`config.mk`:
```
export PLATFORM = sky130hd
export DESIGN_NAME = psdb_ctrl
export DESIGN_NICKNAME = d
export VERILOG_FILES = /design/src/rtl/psdb_pkg.sv /design/src/rtl/psdb_ctrl.sv
export SDC_FILE = /design/constraint.sdc
export NUM_CORES = 1
export LEC_CHECK = 0
export ABC_AREA = 1
export BUFFER_PORTS_ARGS = -buffer_cell sky130_fd_sc_hd__buf_2
export CAP_MARGIN = 20
export CORE_MARGIN = 5
export CORE_UTILIZATION = 37
export CTS_BUF_LIST = sky130_fd_sc_hd__clkbuf_4
export DETAILED_ROUTE_END_ITERATION = 10
export SLEW_MARGIN = 10
export SYNTH_ARGS = -nofsm -noshare
export SYNTH_HDL_FRONTEND = slang
export SYNTH_SLANG_ARGS = --single-unit
```
`constraint.sdc`:
```
create_clock -name clk -period 1.6 [get_ports clk]
set_clock_uncertainty 0.15 [all_clocks]
set_input_delay 0 -clock clk [delete_from_list [all_inputs] [get_ports clk]]
set_output_delay 0 -clock clk [all_outputs]
set_load 0.1 [all_outputs]
```
`src/rtl/psdb_pkg.sv`:
```
`timescale 1ns / 1ps
`default_nettype none
// ----------------------------------------------------------------------------
// psdb_pkg
// Shared types and constants for the point splat depth buffer: command and
// status codes, register indexes, controller states and the control/status
// bundles between controller and datapath.
// ----------------------------------------------------------------------------
package psdb_pkg;

  localparam int DEF_MAX_WIDTH  = 1024;
  localparam int DEF_MAX_HEIGHT = 512;
  localparam int DEF_FRAC_BITS  = 4;

  localparam int COORD_W = 16;
  localparam int DEPTH_W = 15;
  localparam int IMG_W_W = 11;
  localparam int IMG_H_W = 10;
  localparam int STAT_W  = 2;

  typedef enum logic [1:0] {
    CMD_CLEAR = 2'd0,
    CMD_SPLAT = 2'd1,
    CMD_READ  = 2'd2,
    CMD_NOP   = 2'd3
  } cmd_t;

  localparam logic [STAT_W-1:0] STAT_DONE    = 2'd0;
  localparam logic [STAT_W-1:0] STAT_HIDDEN  = 2'd1;
  localparam logic [STAT_W-1:0] STAT_OUTSIDE = 2'd2;

  localparam logic REG_IDX_WIDTH  = 1'b0;
  localparam logic REG_IDX_HEIGHT = 1'b1;

  typedef enum logic [5:0] {
    ST_IDLE   = 6'b000001,
    ST_ROUND  = 6'b000010,
    ST_ADDR   = 6'b000100,
    ST_READ   = 6'b001000,
    ST_UPDATE = 6'b010000,
    ST_CLEAR  = 6'b100000
  } state_t;

  typedef struct packed {
    logic load;
    logic round;
    logic addr;
    logic read;
    logic update;
    logic clr_step;
    logic emit_none;
    logic emit_out;
  } ctl_t;

  typedef struct packed {
    logic in_image;
    logic clr_last;
  } sts_t;

endpackage
`default_nettype wire

```
`src/rtl/psdb_ctrl.sv`:
```
`timescale 1ns / 1ps
`default_nettype none
// ----------------------------------------------------------------------------
// psdb_ctrl
// Controller state machine: sequences rounding, address build, memory read
// and depth test for each request, and the clear sweep of the depth memory.
// ----------------------------------------------------------------------------
module psdb_ctrl (
  input  wire logic           clk,
  input  wire logic           rst,
  input  wire logic           start,
  input  wire logic [1:0]     command,
  input  wire psdb_pkg::sts_t sts,
  output psdb_pkg::ctl_t      ctl,
  output logic                busy
);
  import psdb_pkg::*;

  state_t state;
  state_t state_next;
  logic   init_pass;
  logic   accept;

  assign busy   = (state != ST_IDLE);
  assign accept = start && (state == ST_IDLE);

  always_comb begin
    state_next = state;
    ctl        = '0;
    unique case (state)
      ST_IDLE: begin
        if (accept) begin
          case (command) inside
            CMD_CLEAR: state_next = ST_CLEAR;
            CMD_SPLAT, CMD_READ: begin
              ctl.load   = 1'b1;
              state_next = ST_ROUND;
            end
            default: ctl.emit_none = 1'b1;
          endcase
        end
      end
      ST_ROUND: begin
        ctl.round  = 1'b1;
        state_next = ST_ADDR;
      end
      ST_ADDR: begin
        if (sts.in_image) begin
          ctl.addr   = 1'b1;
          state_next = ST_READ;
        end else begin
          ctl.emit_out = 1'b1;
          state_next   = ST_IDLE;
        end
      end
      ST_READ: begin
        ctl.read   = 1'b1;
        state_next = ST_UPDATE;
      end
      ST_UPDATE: begin
        ctl.update = 1'b1;
        state_next = ST_IDLE;
      end
      ST_CLEAR: begin
        ctl.clr_step = 1'b1;
        if (sts.clr_last) begin
          ctl.emit_none = !init_pass;
          state_next    = ST_IDLE;
        end
      end
      default: state_next = ST_IDLE;
    endcase
  end

  always_ff @(posedge clk) begin
    if (rst) begin
      state     <= ST_CLEAR;
      init_pass <= 1'b1;
    end else begin
      state <= state_next;
      if (state == ST_CLEAR && sts.clr_last) begin
        init_pass <= 1'b0;
      end
    end
  end

`ifndef SYNTHESIS
  a_busy_after_work: assert property (@(posedge clk) disable iff (rst)
    start && !busy && (command == CMD_SPLAT || command == CMD_READ ||
    command == CMD_CLEAR) |=> busy)
    else $error("work request did not make the block busy");

  a_clear_after_reset: assert property (@(posedge clk)
    $past(rst) && !rst |-> busy)
    else $error("no clearing pass after reset");

  a_clear_ends: assert property (@(posedge clk) disable iff (rst)
    state == ST_CLEAR && sts.clr_last |=> !busy)
    else $error("clear sweep did not end at last entry");
`endif

endmodule
`default_nettype wire

```
# Word-level counts from Yosys, hierarchy flattened
# Cells that the tools add are included.
[classes]
eq_ne = 12
mux = 23
n_reduce_logical = 6
[ops]
columns = ["operator", "count"]
rows = [
  ["one-hot mux 6 bit (5 select lines)", 1],
  ["two-way mux 6 bit", 4],
  ["two-way mux 1 bit", 16],
  ["== test 6 x 1 -> 1 bit (second input constant)", 1],
  ["== test 6 x 2 -> 1 bit (second input constant)", 1],
  ["== test 6 x 3 -> 1 bit (second input constant)", 1],
  ["== test 6 x 4 -> 1 bit (second input constant)", 1],
  ["== test 6 x 5 -> 1 bit (second input constant)", 1],
  ["== test 6 bit (second input constant)", 1],
  ["!= test 6 x 1 -> 1 bit (second input constant)", 1],
  ["two-way mux 4 bit", 1],
  ["!= test 2 bit (second input constant)", 2],
  ["!= test 3 x 1 -> 1 bit (second input constant)", 1],
  ["AND reduction 3 bit", 1],
  ["== test 2 x 1 -> 1 bit (second input constant)", 1],
  ["== test 2 bit (second input constant)", 1],
  ["logical AND 1 bit", 2],
  ["zero test 2 bit", 1],
  ["one-hot mux 1 bit (2 select lines)", 1],
  ["OR reduction 2 bit", 1],
  ["zero test 1 bit", 1],
]
[word_totals]
regBits = 7
out_inout_bits = 9

# Depth between registers and ports, before layout
[depth]
word_depth = 6
depth_mapped = 8
depth_no_buf = 8

# Worst setup path after synthesis
# Ideal clock, no wire load.
[synth_path]
path_kind = "register to output"
startpoint = "reg state[2]"
endpoint = "out ctl[7] in the netlist's numbering"
arrival_time_ns = 2.972
required_time_ns = 1.450
slack_ns = -1.522
stages_incl_launch_ff = 6
cell_sequence = "dfxtp_1 > nor2_4 > nand2_4 > nor2_8 > inv_2 > nor3_1"
[synth_rtl]
columns = ["item", "line", "source"]
rows = [
  ["from (decl)", "psdb_ctrl.sv:19", "state_t state;"],
  ["from (signal assigned)", "psdb_ctrl.sv:80", "state <= state_next;"],
  ["to (decl)", "psdb_ctrl.sv:14", "output psdb_pkg::ctl_t ctl,"],
]

==> flow_summary.ini <==
[final_layout]
drive_above_1_share_pct = 47.00
n_antenna_cell = 0
nets = 110
layout-area-overhead-vs-synth_pct = 64.39
fin_cells = 115

[grt]
grt_pass1_vias = 488
gr-total-overflow = 0
grt_max_degree = 6
antenna_found_initial = 0
grt_pass1_wl_mm = 2.007
grt_usage_pct = 13.17

[synth]
synth-edff-count = 0
ys_seq_elements = 7
netlist_area_um2 = 513.0
synth_nets = 85
ys.flop_type = dfxtp_1
synth.avg_cell_area_um2 = 6.750
yosysUniqueCellTypes = 19
ys_warn_count = 0
yosysMostFrequentCell = inv_1
yosysSeqAreaShare_pct = 27.32
synth_top_area_share_pct = 27.32
synthTopCellsByArea = dfxtp_1 (27%), inv_1 (14%), nand2_1 (11%)
ys_top_cells_by_count = inv_1 (19), nand2_1 (15), nor2_1 (9), dfxtp_1 (7), nor3_1 (4)
synthArstFlopShare_pct = 0
synth_area_leader_cell = dfxtp_1
netlist_instances = 76

[floorplanning]
die-area_mm2 = 0.002231
die-height_um = 47.24
die_width_um = 47.24
start_util_pct = 39.42
io_pins = 16
core_mm2 = 0.001301
rows = 13

[job]
maxCapViolCount = 0

[cts]
cts.sinks = 7
htreeDepth = 1
cts_buffers = 3
cts.clk_slew.worst_paths_ns = 0.05
cts-root-buf = clkbuf_4
clockBufferDepth = 2
insertion_delay_ns = 0.25
cts_tree = built

[worst_setup_path]
cp-end-kind = primary output
slowest_stage = dfxtp_2
timing_worst_setup_path_type = flip-flop to primary output
max_stage_delay_ns = 0.34
critPathLaunchType = flip-flop
critPathArrivalTime_ns = 1.45
path_max_fanout = 4
crit_chain = nor2_2 -> nand2_4 -> nor2_8 -> inv_2 -> nor2_4 -> nand2_2 -> o21ai_4 -> buf_12
cp.required_ns = 1.45

[placement]
io_buffers = 15
placedCellCount = 105
hpwl_um = 923.9
routabilityCongestion = 0.7540

[power]
p_per_area_mw_per_mm2 = 697.6
power_leakage_uw = 0.0004336
ir_drop_v = 0.0003757

[sta]
tns_ns = -0.0007787
rsz0062_at_grt = true
finalHoldViolCount = 0
slew_viol_final = 0
relSlewSlack_pct = 67.68
holdWs_ns = 0.04710
setup_slack_ns = -0.0007787
fmax_mhz = 624.7
worst_slew_pin_slew_ns = 0.4882
period_minus_slack_ns = 1.601
period_share_pct = 100.0
setup_viol = 1

[routing]
dr.pass1.iters = 2
wl_per_cell_um = 10.57
dr.first_iter.drc_count = 4
wl_mm = 1.216
ant_nets = 0
drc = 0
routed_via_density = 4.435
num_vias = 510

[outcome]
violations = negative setup slack
status = finished, violations left

[worst_hold_path]
hp-class = primary input to flip-flop
[metrics by stage]
step           total power [uW]  instance area, um^2  utilization (%)  setup WS, ns
6_report                  588.3                843.3            64.81    -0.0007787
5_1_grt                   617.4                843.3            64.81      -0.06637
4_1_cts                   592.1                827.0            63.56      0.009756
3_5_place_dp              392.7                739.5            56.83        0.1580
3_3_place_gp              388.8                739.5            56.83        0.1834
2_1_floorplan             340.8                548.0                -       -0.7086
[power by group]
group          switching (uW)  leakage [uW]  internal (uW)  total [uW]
sequential               11.5     0.0000590            184         196
clock                    68.3     0.0000184            112         181
combinational             138      0.000356           73.5         212
[final cells by class]
| type | instances | area (um^2) |
|---|---|---|
| fill | 121 | 457.9 |
| multi-input combinational | 48 | 337.8 |
| timing repair buffer | 21 | 235.2 |
| sequential | 7 | 146.4 |
| inverter | 20 | 75.07 |
| clock buffer | 4 | 30.03 |
| tap | 15 | 18.77 |
[logic make-up after synthesis]
| family | Yosys count | synth area share (%) |
|---|---|---|
| compound gates | 3 | 3.659 |
| fa+ha+maj | 2 | 4.877 |
| buf+inv | 21 | 16.10 |
| flops | 7 | 27.32 |
| simple gates | 43 | 48.05 |
[registers in the layout, indices dropped and copies added (netlist names)]
| register | count |
|---|---|
| state | 6 |
| init_pass | 1 |
[routing by layer]
metal	vias to the layer above	global-route usage (%)	share of wire (%)
met4	0	9.945	2.2
met3	2	3.065	4.7
met2	11	20.32	52
met5	-	0	0
li1	272	-	-
met1	225	15.61	41
[cells in the final DEF, fill, tap and decap left out]
cell / netlist / layout
nand2_1: 15 / 13
buf_2: 0 / 7
buf_12: 0 / 7
nand2_2: 1 / 3
buf_4: 1 / 3
o21ai_4: 0 / 1
nor2_8: 1 / 1
nand3_1: 2 / 2
ha_1: 2 / 2
inv_2: 1 / 2
inv_1: 19 / 18
dlygate4sd3_1: 0 / 3
nand2_4: 2 / 2
nand3_2: 2 / 2
nor3_1: 4 / 2
nor3_4: 0 / 2
clkbuf_4: 0 / 5
nor2_1: 9 / 8
nor3_2: 1 / 1
nor2_2: 3 / 2
dfxtp_1: 7 / 2
dfxtp_2: 0 / 5
nor2_4: 2 / 4
o21ai_1: 2 / 2
nand4_1: 1 / 1
[path summary, 6_finish.rpt]
path,cells after the start,slack (ns),from,end
worst max-delay path,8,-0.0008,state[5],ctl[1]
worst min-delay path,5,0.05,start,state[5]
worst max register to register,7,0.25,state[3],state[0]
worst min register to register,2,0.34,init_pass,init_pass
[critical path, delay by kind of cell, from the launching register on]
| kind | cells | cell delay (ns) |
|---|---|---|
| flip-flops | 1 | 0.34 |
| AO/OA/AOI/OAI | 1 | 0.07 |
| AND/OR/NAND/NOR | 5 | 0.53 |
| buffers and inverters | 2 | 0.26 |
[repair_timing]
action                     4_1_cts  5_1_grt
pin swaps                        6        1
gates resized for setup          6        3
setup endpoints to repair        1        5
hold endpoints to repair         7        0
hold buffers                     3        0
setup buffers                    2        1
No activity file was read; power rests on OpenSTA's default activity.
